[src/design/sled_pkg.sv]
// Shared types and constants of the string literal escape decoder.
package sled_pkg;

  // Decoder mode between input words
  typedef enum logic [1:0] {
    MODE_PLAIN = 2'd0,
    MODE_ESC   = 2'd1,
    MODE_OCT   = 2'd2,
    MODE_HEX   = 2'd3
  } mode_t;

  // Result status codes
  typedef enum logic [1:0] {
    ST_BYTE  = 2'd0,
    ST_CLOSE = 2'd1,
    ST_ERROR = 2'd2
  } status_t;

  // One queued entry: the one or two results that one input word causes
  typedef struct packed {
    logic       two;
    logic [7:0] byte0;
    status_t    status0;
    logic [7:0] byte1;
    status_t    status1;
  } entry_t;

endpackage

[src/design/sled_front.sv]
// Front end: accepts body bytes, runs the escape state machine, builds result entries.
module sled_front (
  input  logic             clk,
  input  logic             rst,
  input  logic             accept,
  input  logic [7:0]       in_byte,
  output logic             q_push,
  output sled_pkg::entry_t q_entry
);

  localparam logic [7:0] CH_NUL   = 8'h00;
  localparam logic [7:0] CH_DQ    = 8'h22;
  localparam logic [7:0] CH_SQ    = 8'h27;
  localparam logic [7:0] CH_QM    = 8'h3f;
  localparam logic [7:0] CH_BSL   = 8'h5c;
  localparam logic [7:0] CH_SLASH = 8'h2f;
  localparam logic [7:0] CH_LPAR  = 8'h28;
  localparam logic [7:0] CH_LBRC  = 8'h7b;
  localparam logic [7:0] CH_LBRK  = 8'h5b;
  localparam logic [7:0] CH_PCT   = 8'h25;
  localparam logic [7:0] CH_A     = 8'h61;
  localparam logic [7:0] CH_B     = 8'h62;
  localparam logic [7:0] CH_E     = 8'h65;
  localparam logic [7:0] CH_F     = 8'h66;
  localparam logic [7:0] CH_N     = 8'h6e;
  localparam logic [7:0] CH_R     = 8'h72;
  localparam logic [7:0] CH_T     = 8'h74;
  localparam logic [7:0] CH_V     = 8'h76;
  localparam logic [7:0] CH_X     = 8'h78;
  localparam logic [7:0] CH_ZERO  = 8'h30;
  localparam logic [7:0] CH_SEVEN = 8'h37;
  localparam logic [7:0] CH_NINE  = 8'h39;
  localparam logic [7:0] CH_UA    = 8'h41;
  localparam logic [7:0] CH_UF    = 8'h46;
  localparam logic [7:0] ESC_CODE = 8'h1b;
  localparam logic [1:0] OCT_MAX  = 2'd3;

  typedef struct packed {
    logic                 has;
    logic [7:0]           val;
    sled_pkg::status_t    status;
    logic                 to_esc;
  } plain_t;

  typedef struct packed {
    logic       ok;
    logic [3:0] val;
  } hex_t;

  sled_pkg::mode_t mode, mode_next;
  logic [7:0]      accum, accum_next;
  logic [1:0]      digit_count, digit_count_next;

  // Classify a byte seen in plain body mode
  function automatic plain_t plain_byte(input logic [7:0] c);
    plain_t r;
    r.has    = 1'b1;
    r.val    = c;
    r.status = sled_pkg::ST_BYTE;
    r.to_esc = 1'b0;
    if (c == CH_NUL) begin
      r.val    = 8'd0;
      r.status = sled_pkg::ST_ERROR;
    end else if (c == CH_DQ) begin
      r.val    = 8'd0;
      r.status = sled_pkg::ST_CLOSE;
    end else if (c == CH_BSL) begin
      r.has    = 1'b0;
      r.to_esc = 1'b1;
    end
    return r;
  endfunction

  // Decode one hex digit
  function automatic hex_t hex_digit(input logic [7:0] c);
    hex_t  r;
    logic [7:0] d;
    r.ok  = 1'b1;
    d     = 8'd0;
    if (c >= CH_ZERO && c <= CH_NINE) begin
      d = c - CH_ZERO;
    end else if (c >= CH_A && c <= CH_F) begin
      d = c - CH_A + 8'd10;
    end else if (c >= CH_UA && c <= CH_UF) begin
      d = c - CH_UA + 8'd10;
    end else begin
      r.ok = 1'b0;
    end
    r.val = d[3:0];
    return r;
  endfunction

  plain_t     pl;
  hex_t       hx;
  logic       is_oct;
  logic [1:0] dc_inc;
  logic [7:0] oct_acc;

  always_comb begin
    pl      = plain_byte(in_byte);
    hx      = hex_digit(in_byte);
    is_oct  = (in_byte >= CH_ZERO) && (in_byte <= CH_SEVEN);
    dc_inc  = digit_count + 2'd1;
    oct_acc = {accum[4:0], in_byte[2:0]};

    mode_next        = mode;
    accum_next       = accum;
    digit_count_next = digit_count;
    q_push           = 1'b0;
    q_entry.two      = 1'b0;
    q_entry.byte0    = 8'd0;
    q_entry.status0  = sled_pkg::ST_BYTE;
    q_entry.byte1    = 8'd0;
    q_entry.status1  = sled_pkg::ST_BYTE;

    unique case (mode) inside
      sled_pkg::MODE_PLAIN: begin
        q_push          = pl.has;
        q_entry.byte0   = pl.val;
        q_entry.status0 = pl.status;
        if (pl.to_esc) begin
          mode_next = sled_pkg::MODE_ESC;
        end
      end
      sled_pkg::MODE_ESC: begin
        // simple escapes finish here; octal digits and x open a numeric escape
        mode_next        = sled_pkg::MODE_PLAIN;
        accum_next       = 8'd0;
        digit_count_next = 2'd0;
        q_push           = 1'b1;
        unique case (in_byte) inside
          CH_SQ, CH_DQ, CH_QM, CH_BSL, CH_SLASH, CH_LPAR, CH_LBRC, CH_LBRK, CH_PCT:
            q_entry.byte0 = in_byte;
          CH_A: q_entry.byte0 = 8'd7;
          CH_B: q_entry.byte0 = 8'd8;
          CH_F: q_entry.byte0 = 8'd12;
          CH_N: q_entry.byte0 = 8'd10;
          CH_R: q_entry.byte0 = 8'd13;
          CH_T: q_entry.byte0 = 8'd9;
          CH_V: q_entry.byte0 = 8'd11;
          CH_E: q_entry.byte0 = ESC_CODE;
          [CH_ZERO:CH_SEVEN]: begin
            q_push           = 1'b0;
            mode_next        = sled_pkg::MODE_OCT;
            accum_next       = {5'd0, in_byte[2:0]};
            digit_count_next = 2'd1;
          end
          CH_X: begin
            q_push    = 1'b0;
            mode_next = sled_pkg::MODE_HEX;
          end
          default: q_entry.status0 = sled_pkg::ST_ERROR;
        endcase
      end
      sled_pkg::MODE_OCT, sled_pkg::MODE_HEX: begin
        if ((mode == sled_pkg::MODE_OCT) && is_oct) begin
          // take another octal digit; emit on the third
          accum_next       = oct_acc;
          digit_count_next = dc_inc;
          if (dc_inc == OCT_MAX || dc_inc == 2'd0) begin
            q_push           = 1'b1;
            q_entry.byte0    = oct_acc;
            mode_next        = sled_pkg::MODE_PLAIN;
            accum_next       = 8'd0;
            digit_count_next = 2'd0;
          end
        end else if ((mode == sled_pkg::MODE_HEX) && hx.ok) begin
          accum_next = {accum[3:0], hx.val};
        end else begin
          // emit the escape value, then treat the byte as plain
          q_push           = 1'b1;
          q_entry.byte0    = accum;
          q_entry.two      = pl.has;
          q_entry.byte1    = pl.val;
          q_entry.status1  = pl.status;
          mode_next        = pl.to_esc ? sled_pkg::MODE_ESC : sled_pkg::MODE_PLAIN;
          accum_next       = 8'd0;
          digit_count_next = 2'd0;
        end
      end
      default: mode_next = sled_pkg::MODE_PLAIN;
    endcase

    if (!accept) begin
      q_push           = 1'b0;
      mode_next        = mode;
      accum_next       = accum;
      digit_count_next = digit_count;
    end
  end

  // Hold decoder state between words
  always_ff @(posedge clk) begin
    if (rst) begin
      mode        <= sled_pkg::MODE_PLAIN;
      accum       <= 8'd0;
      digit_count <= 2'd0;
    end else begin
      mode        <= mode_next;
      accum       <= accum_next;
      digit_count <= digit_count_next;
    end
  end

endmodule

[src/design/sled_queue.sv]
// Short queue of result entries between the front end and the back end.
module sled_queue #(
  parameter int DEPTH = 4
) (
  input  logic             clk,
  input  logic             rst,
  input  logic             wr,
  input  sled_pkg::entry_t wr_data,
  input  logic             rd,
  output sled_pkg::entry_t rd_data,
  output logic             full,
  output logic             nonempty
);

  localparam int PW = (DEPTH > 1) ? $clog2(DEPTH) : 1;
  localparam int CW = $clog2(DEPTH + 1);
  localparam logic [PW-1:0] LAST_SLOT = PW'(DEPTH - 1);
  localparam logic [CW-1:0] FULL_CNT  = CW'(DEPTH);

  sled_pkg::entry_t slots [DEPTH];
  logic [PW-1:0]    head, tail;
  logic [CW-1:0]    count;

  assign full     = (count == FULL_CNT);
  assign nonempty = (count != '0);
  assign rd_data  = slots[head];

  // Store the incoming entry at the tail
  always_ff @(posedge clk) begin
    if (wr) begin
      slots[tail] <= wr_data;
    end
  end

  // Advance pointers and count
  always_ff @(posedge clk) begin
    if (rst) begin
      head  <= '0;
      tail  <= '0;
      count <= '0;
    end else begin
      if (wr) begin
        tail <= (tail == LAST_SLOT) ? '0 : tail + PW'(1);
      end
      if (rd) begin
        head <= (head == LAST_SLOT) ? '0 : head + PW'(1);
      end
      if (wr && !rd) begin
        count <= count + CW'(1);
      end else if (rd && !wr) begin
        count <= count - CW'(1);
      end
    end
  end

endmodule

[src/design/sled_back.sv]
// Back end: unpacks queued entries into single result words, one per cycle while words are popped.
module sled_back (
  input  logic             clk,
  input  logic             rst,
  input  logic             q_nonempty,
  input  sled_pkg::entry_t q_data,
  output logic             q_pop,
  input  logic             pop,
  output logic             empty,
  output logic [7:0]       out_byte,
  output logic [1:0]       status,
  output logic             last
);

  sled_pkg::entry_t cur;
  logic             cur_valid;
  logic             idx;
  logic             final_word;
  logic             done;

  assign final_word = idx || !cur.two;
  assign done       = !cur_valid || (pop && final_word);
  assign q_pop      = q_nonempty && done;

  assign empty    = !cur_valid;
  assign out_byte = idx ? cur.byte1 : cur.byte0;
  assign status   = idx ? cur.status1 : cur.status0;
  assign last     = final_word;

  // Load the next entry once the current one is drained
  always_ff @(posedge clk) begin
    if (q_pop) begin
      cur <= q_data;
    end
  end

  // Step through the words of the current entry
  always_ff @(posedge clk) begin
    if (rst) begin
      cur_valid <= 1'b0;
      idx       <= 1'b0;
    end else if (done) begin
      cur_valid <= q_nonempty;
      idx       <= 1'b0;
    end else if (pop) begin
      idx <= 1'b1;
    end
  end

endmodule

[src/design/string_literal_escape_decoder.sv]
// Top level of the string literal escape decoder.
//
// Input channel: one body byte per word on in_byte, taken when push is high
// and full is low. Output channel: decoded words on out_byte, status and last,
// shown while empty is low and taken when pop is high.
// status 0 carries a decoded byte, 1 marks the closing quote, 2 an error
// (end of text or an unknown escape); last marks the final word of an input.
// A byte may give no word (backslash, x, a pending escape digit), one word, or
// two (a numeric escape ended by a byte that is not its digit or a backslash).
// A taken input's entry is written into the entry queue and then loaded into
// the back end's current-entry register, where its word is shown.
// The decoder takes one input byte per cycle while the output is popped each cycle;
// the back end delivers one word per cycle, so inputs that give two words
// hold the output longer, which the entry queue (QUEUE_DEPTH entries) absorbs.
// When the receiver stalls, the queue fills and full rises; no word is lost.
// Synchronous reset returns the decoder to plain body mode and empties the
// queue and the output stage. After a close or an error the decoder is back in
// plain body mode, ready for the next body.
module string_literal_escape_decoder #(
  parameter int QUEUE_DEPTH = 4
) (
  input  logic       clk,
  input  logic       rst,
  input  logic [7:0] in_byte,
  input  logic       push,
  output logic       full,
  output logic [7:0] out_byte,
  output logic [1:0] status,
  output logic       last,
  output logic       empty,
  input  logic       pop
);

  sled_pkg::entry_t f_entry;
  sled_pkg::entry_t q_data;
  logic             f_push;
  logic             q_pop;
  logic             q_nonempty;
  logic             accept;

  assign accept = push && !full;

  // Decode incoming bytes
  sled_front u_front (
    .clk     (clk),
    .rst     (rst),
    .accept  (accept),
    .in_byte (in_byte),
    .q_push  (f_push),
    .q_entry (f_entry)
  );

  // Buffer entries between front and back
  sled_queue #(
    .DEPTH (QUEUE_DEPTH)
  ) u_queue (
    .clk      (clk),
    .rst      (rst),
    .wr       (f_push),
    .wr_data  (f_entry),
    .rd       (q_pop),
    .rd_data  (q_data),
    .full     (full),
    .nonempty (q_nonempty)
  );

  // Deliver result words
  sled_back u_back (
    .clk        (clk),
    .rst        (rst),
    .q_nonempty (q_nonempty),
    .q_data     (q_data),
    .q_pop      (q_pop),
    .pop        (pop),
    .empty      (empty),
    .out_byte   (out_byte),
    .status     (status),
    .last       (last)
  );

endmodule
[config.mk]
export PLATFORM = sky130hd
export DESIGN_NAME = string_literal_escape_decoder
export DESIGN_NICKNAME = d
export VERILOG_FILES = /design/src/design/sled_pkg.sv /design/src/design/sled_front.sv /design/src/design/sled_queue.sv /design/src/design/sled_back.sv /design/src/design/string_literal_escape_decoder.sv
export SDC_FILE = /design/constraint.sdc
export NUM_CORES = 1
export LEC_CHECK = 0
export BUFFER_PORTS_ARGS = -buffer_cell sky130_fd_sc_hd__buf_2
export CAP_MARGIN = 20
export CORE_MARGIN = 3
export CORE_UTILIZATION = 30
export CTS_CLUSTER_DIAMETER = 30
export CTS_CLUSTER_SIZE = 28
export DETAILED_ROUTE_END_ITERATION = 12
export PLACE_DENSITY = 0.43
export SYNTH_ARGS = -nofsm -noshare
export SYNTH_HDL_FRONTEND = slang
export SYNTH_SLANG_ARGS = --single-unit
[constraint.sdc]
create_clock -name clk -period 10.13 [get_ports clk]
set_input_delay 2.026 -clock clk [delete_from_list [all_inputs] [get_ports clk]]
set_output_delay 2.026 -clock clk [all_outputs]
set_load 0.005 [all_outputs]
-- Word-level counts from Yosys, hierarchy flattened
Memories as Yosys holds them, arrays and structs flattened. A register that Yosys moved wholly into a read port is not among the register bits.
Index checks and enable logic that the tools add are counted.
- memories: 1
- output and inout port bits: 13
- bits in writable memories: 84
- word-level logic and storage cells: 144
- bits in registers: 21
- bits of input ports: 12
- memories (memory ; depth ; bits a word ; read ports ; clocked after memory_dff ; wr ports ; RTL line ; text):
    u_queue.slots ; 4 ; 21 ; 1 ; 1 ; 1 ; sled_queue.sv:20 ; sled_pkg::entry_t slots [DEPTH];
- reductions and logical operators: 33
- $lt $le $gt $ge: 7
- add/sub/neg operators: 10
- mux-type cells: 57
- equal/unequal tests: 28
- operators with widths (kind ; count):
    $eq 8x7->1 const B ; 12
    $pmux 8 s9 ; 1
    $mux 10 ; 5
    $eq 8x6->1 const B ; 6
    $mux 8 ; 6
    $pmux 8 s3 ; 1
    $mux 2 ; 11
    $mux 1 ; 20
    $reduce_or 19->1 ; 1
    $ge 8x7->1 const B ; 2
    $le 8x6->1 const B ; 2
    $le 8x7->1 const B ; 2
    $pmux 8 s2 ; 1
    $mux 4 ; 3
    $pmux 2 s2 ; 3
    $sub 4x1->4 const B ; 3
    $logic_and 1x1->1 ; 11
    $eq 2x2->1 const B ; 5
    $mux 3 ; 3
    $mux 9 ; 1
    $reduce_or 9->1 ; 1
    $add 4x4->4 const B ; 2
    $ge 8x6->1 const B ; 1
    $logic_not 8->1 ; 1
    other kinds (19) ; 31

-- Logic depth before layout (Yosys ltp)
- word-level depth: 14
- depth in mapped cells: 14
- mapped depth without buffers: 13

-- Modules after synthesis
From an unflattened synthesis, not the netlist that was laid out.
- cells, all modules: 430
- area total of the unflattened synthesis: 5990.7 µm²
- by module, submodules not included (module ; area an instance (µm²) ; sequential area each (µm²) ; cells an instance ; instances):
    sled_queue ; 3475.8 ; 2702.6 ; 154 ; 1
    sled_front ; 1609.0 ; 240.2 ; 233 ; 1
    sled_back ; 892.1 ; 670.6 ; 42 ; 1
    string_literal_escape_decoder ; 13.8 ; 0.0 ; 1 ; 1

-- Worst setup path after synthesis
OpenSTA, ideal clock, no wires.
- path type: input -> register
- start point: input in_byte[0]
- end point: memory u_queue.slots[0][0] (netlist name) (enable)
- setup slack: 5.554 ns
- stages: 8
- library setup time: 0.401 ns
- arrival time: 4.175 ns
- buffers on the path: 1
- required time: 9.729 ns
- cell sequence: inv_1 -> ha_1 -> buf_2 -> nand2b_1 -> a41oi_1 -> a21oi_2 -> a32oi_4 -> nor2b_1
- word-level cells in the longest chain between the ends: 12
- elaborated cells on any way between the ends: 31
- classes of those cells: order compare (7); eq/ne (3); mux (13); reduce/logical (8)
- ends and longest elaborated chain (item ; RTL line ; text):
    start: declaration ; string_literal_escape_decoder.sv:24 ; input logic [7:0] in_byte,
    $ge 8x7->1 or $le 8x7->1 (tied branches) ; sled_front.sv:84 ; end else if (c >= CH_UA && c <= CH_UF) begin
    $logic_and 1x1->1 ; sled_front.sv:84 ;
    $mux 1 ; sled_front.sv:84 ;
    $mux 1 ; sled_front.sv:82 ; end else if (c >= CH_A && c <= CH_F) begin
    $mux 1 ; sled_front.sv:80 ; if (c >= CH_ZERO && c <= CH_NINE) begin
    $logic_and 1x1->1 ; sled_front.sv:167 ; end else if ((mode == sled_pkg::MODE_HEX) && hx.ok) begin
    $mux 1 ; sled_front.sv:167 ;
    $mux 1 ; sled_front.sv:156 ; if ((mode == sled_pkg::MODE_OCT) && is_oct) begin
    $pmux 1 s3 (*) ; sled_front.sv:116 ; unique case (mode) inside
    $mux 1 (*) ; sled_front.sv:184 ; if (!accept) begin
    $mux 1 (*) ; sled_queue.sv:30 ; if (wr) begin
    $mux 1 (implied by the code) (*) ; sled_queue.sv:31 ; slots[tail] <= wr_data;
    end: declaration ; sled_queue.sv:20 ;
Mark *: on every way between the ends. The rest lies on a longest branch, timed or not.

-- Worst setup path after layout
- start point: input in_byte[0]
- end point: register u_queue.count[2]
- word-level cells in the longest chain between the ends: 13
- elaborated cells on any way between the ends: 34
- classes of those cells: order compare (7); eq/ne (3); mux (12); reduce/logical (12)
- ends and longest elaborated chain (item ; RTL line ; text):
    $ge 8x7->1 or $le 8x7->1 (tied branches) ; sled_front.sv:84 ;
    $logic_and 1x1->1 ; sled_front.sv:84 ;
    $mux 1 ; sled_front.sv:84 ;
    $mux 1 ; sled_front.sv:82 ;
    $mux 1 ; sled_front.sv:80 ;
    $logic_and 1x1->1 ; sled_front.sv:167 ;
    $mux 1 ; sled_front.sv:167 ;
    $mux 1 ; sled_front.sv:156 ;
    $pmux 1 s3 (*) ; sled_front.sv:116 ;
    $mux 1 (*) ; sled_front.sv:184 ;
    via f_push ; string_literal_escape_decoder.sv:36 ; logic f_push;
    $logic_not 1->1 ; sled_queue.sv:50 ; end else if (rd && !wr) begin
    $logic_and 1x1->1 ; sled_queue.sv:50 ;
    $reduce_bool 2->1 (no source line) ; - ;
    end signal: assignment ; sled_queue.sv:49 ; count <= count + CW'(1);
    end signal: assignment ; sled_queue.sv:51 ; count <= count - CW'(1);
    end: declaration ; sled_queue.sv:22 ; logic [CW-1:0] count;
The timed path passes the listed nets; every way through them passes the cells marked *.
A chain may end at the register's enable or synchronous reset.

==> metrics.md <==
| Metric | Value |
|---|---|
| Status | completed |
| Worst hold-check path type | reg -> reg |
| Filler cell count | between 1500 and 2000 |
| Switching part of the total | 0.254 |
| Remaining DRCs | 0 |
| CTS tree | yes |
| Crit path capture type | flop |
| Clock Power Share | 0.375 |
| Ant. Diodes | 0 |
| Design area | 6950 um^2 |
| Fraction of layout cells with a size suffix above 1 | 0.230 |
| Fin crit share | 0.467 |
| CTS hold repair buffers | 0 |
| Std cell rows | 50 |
| RSZ-0062 raised after global routing | no |
| Total I/O pin count | 25 |
| Wire length per cell | 19.2 um |
| Count leader, synth | edfxtp_1 |
| Syn nets | 448 |
| Synthesized area per cell | 14.0 um^2 |
| Most common library cells after synthesis | edfxtp_1 (105), nor2_1 (24), dfxtp_1 (21), mux4_2 (21), inv_1 (18) |
| Slew headroom | 0.349 |
| Main synth FF type | edfxtp_1 |
| Core area | 19100 um^2 |
| Area of the multi-input gates | ~2200 um^2 |
| Asr flop ratio synth | 0 |
| Area grow syn2layout | 17.1% |
| CP Max Fanout | 10 |
| Yosys top cell area share | 0.531 |
| #FFs+latches synth | 126 |
| Syn Std Cell Area | roughly 5900 um^2 |
| Setup TNS | 0 ns |
| Fmax | 211 MHz |
| Max-slew violations | 0 |
| Clk buf depth | 2 |
| Total GRT Usage | 0.136 |
| Routed Antenna Nets | 0 |
| Drt initial violations | a little over 300 |
| PostCTS Resize Cnt | 0 |
| Die Y | roughly 150 um |
| Via count | roughly 3700 |
| Largest net degree at the start of global routing | 25 |
| Synth warn | 0 |
| Drt total wl | 13900 um |
| Critical Path AT | 5.08 ns |
| Post-CTS Setup Bufs | 0 |
| Number of global-route vias before repair | 3823 |
| Register area share after synthesis | 0.602 |
| Initial antenna violation count | 0 |
| Area after DPL | 6330 um^2 |
| Later-pin clock latency in the skew report | 0.42 ns |
| Drt pass-1 iters | 5 |
| Vias per inst | 5.18 |
| Starting density of the core | 0.311 |
| Netlist cell types | 66 |
| EDFF count, synth | 105 |
| TritonCTS Buffers | 17 |
| Reg clk slew, reported paths | 0.06 ns |
| Logic pwr share | 0.204 |
| HPWL after DPL | 9180 um |
| PortBufs | 24 |
| CP Class | in -> reg |
| First-pass GRT wire length | 22100 um |
| CTS sink cnt | 126 |
| RePlAce Congestion | 0.890 |
| Post-Syn Instances | 423 |
| Worst Max-Slew Pin Slew | slightly below 1 ns |
| Biggest area consumer among synthesized cells | edfxtp_1 |
| Fin nets | 473 |
| Power Internal | 1250 uW |
| Hold Vio Cnt, Final | 0 |
| Top cells by area, synth | edfxtp_1 (53%), mux4_2 (8.0%), dfxtp_1 (7.1%), ha_1 (2.5%), mux2_2 (1.9%) |
| H-tree depth reported by CTS | 4 |
| Clock root buffer | clkbuf_16 |
| Die width | around 150 um |
| Layout Skew | between 0.02 and 0.025 ns |
| Startpoint types | input port |
| Reg area | 3570 um^2 |
| WP data required | about 10 ns |
| Power per Cell Area | 242 nW/um^2 |
| Flop pwr share | 0.422 |
| Fin crit period | 4.74 ns |
| Setup violators final | 0 |
| Die area | 21500 um^2 |
| Max cap viols | 0 |
| VDD IR max | 0.115 mV |
| GR Overflow Total | 0 |
| Pleak | roughly 0.0023 uW |
| Switching Power | ~430 uW |
[cell usage in the layout (no fill, tap or decap), types with 4 or more instances in the layout]
cell type | Yosys | layout
clkbuf_16 | 0 | 17
mux2_2 | 10 | 10
o31ai_1 | 4 | 4
buf_2 | 10 | 24
nand2b_1 | 7 | 7
and2_1 | 5 | 5
nor2b_1 | 8 | 5
inv_1 | 18 | 18
and3_1 | 4 | 4
a21oi_1 | 12 | 11
a22oi_1 | 5 | 5
nor3b_1 | 4 | 4
nor2_1 | 24 | 24
a211oi_1 | 5 | 5
nand4_1 | 5 | 5
mux4_2 | 21 | 21
nand2_1 | 16 | 16
ha_1 | 12 | 12
buf_4 | 1 | 7
nand3_1 | 8 | 8
mux2i_1 | 10 | 10
clkinvlp_4 | 0 | 4
o21ai_0 | 10 | 10
dfxtp_1 | 21 | 21
bufinv_16 | 0 | 4
and4_1 | 4 | 4
nor3_1 | 10 | 10
a221o_1 | 5 | 5
edfxtp_1 | 105 | 105
a31oi_1 | 5 | 5
[per-stage QoR]
| stage | worst slack, ns | utilization | hold WS (ns) | std cells | total power, uW |
|---|---|---|---|---|---|
| floorplan | 5.55 | - | 0.434 | 423 | 960 |
| global placement | 5.13 | 0.332 | 0.461 | 689 | 1070 |
| detailed placement | 5.00 | 0.332 | 0.467 | 689 | 1070 |
| CTS | 5.44 | 0.364 | 0.481 | 721 | 1710 |
| global route | 5.18 | 0.364 | 0.486 | 721 | 1780 |
| finish | 5.39 | 0.364 | 0.478 | 721 | 1680 |
[power groups by stage]
| stage | combinational [uW] | clock [uW] | sequential [uW] |
|---|---|---|---|
| after floorplan | 250 | 0 | 710 |
| after global placement | 353 | 0 | 717 |
| after detailed placement | 354 | 0 | 721 |
| after CTS | 355 | 646 | 710 |
| after global routing | 384 | 674 | 719 |
| final | 342 | 630 | 708 |
[final cells by class]
class	count	share of cell area
multi-input cells	254	0.315
well taps	260	0.0468
flip-flops and latches	126	0.514
clock buffers	17	0.0612
clock inverters	15	0.0281
repair buffers	31	0.0248
inverters	18	0.00972
[logic make-up after synthesis]
family / after synthesis / share of synthesized area
mux: 42 / 0.118
fa+ha+maj: 13 / 0.0287
compound gates: 80 / 0.101
flops: 126 / 0.602
buf+inv: 43 / 0.0304
xor+xnor: 3 / 0.00443
simple gates: 116 / 0.115
[routing by layer]
metal,wire length [um],global-route usage
met1,6610,0.194
met2,6460,0.201
met3,586,0.0357
met4,199,0.0475
met5,0,0
[state kept, by name (all words and copies together) (netlist names)]
| signal | flops |
|---|---|
| u_front.accum | 8 |
| u_queue.slots | 84 |
| u_queue.count | 3 |
| u_queue.head | 2 |
| u_back.idx | 1 |
| u_front.mode | 2 |
| u_back.cur | 21 |
| u_front.digit_count | 2 |
| u_back.cur_valid | 1 |
| u_queue.tail | 2 |
[critical path: stages]
cell and delay, ns:
buf_2 0.18, inv_1 0.12, ha_1 0.33, nand2b_1 0.11
a41oi_1 0.23, a21oi_2 0.42, a32oi_4 0.25, inv_1 0.10
ha_1 0.18, inv_1 0.07, fa_1 0.43, xor2_1 0.17
or3_1 0.31, a21oi_1 0.14
[worst paths after layout]
check	start	end	slack, ns	depth (start not counted)
max	in_byte[0]	u_queue.count[2]$_SDFFE_PP0P_	5.39	14
min	u_front.accum[7]$_SDFFE_PP0P_	u_front.accum[7]$_SDFFE_PP0P_	0.48	1
max reg2reg	u_front.mode[0]$_SDFFE_PP0P_	u_queue.count[2]$_SDFFE_PP0P_	6.73	11
min reg2reg	u_front.accum[7]$_SDFFE_PP0P_	u_front.accum[7]$_SDFFE_PP0P_	0.48	1
Note: power is estimated with default switching activity, not from simulation.
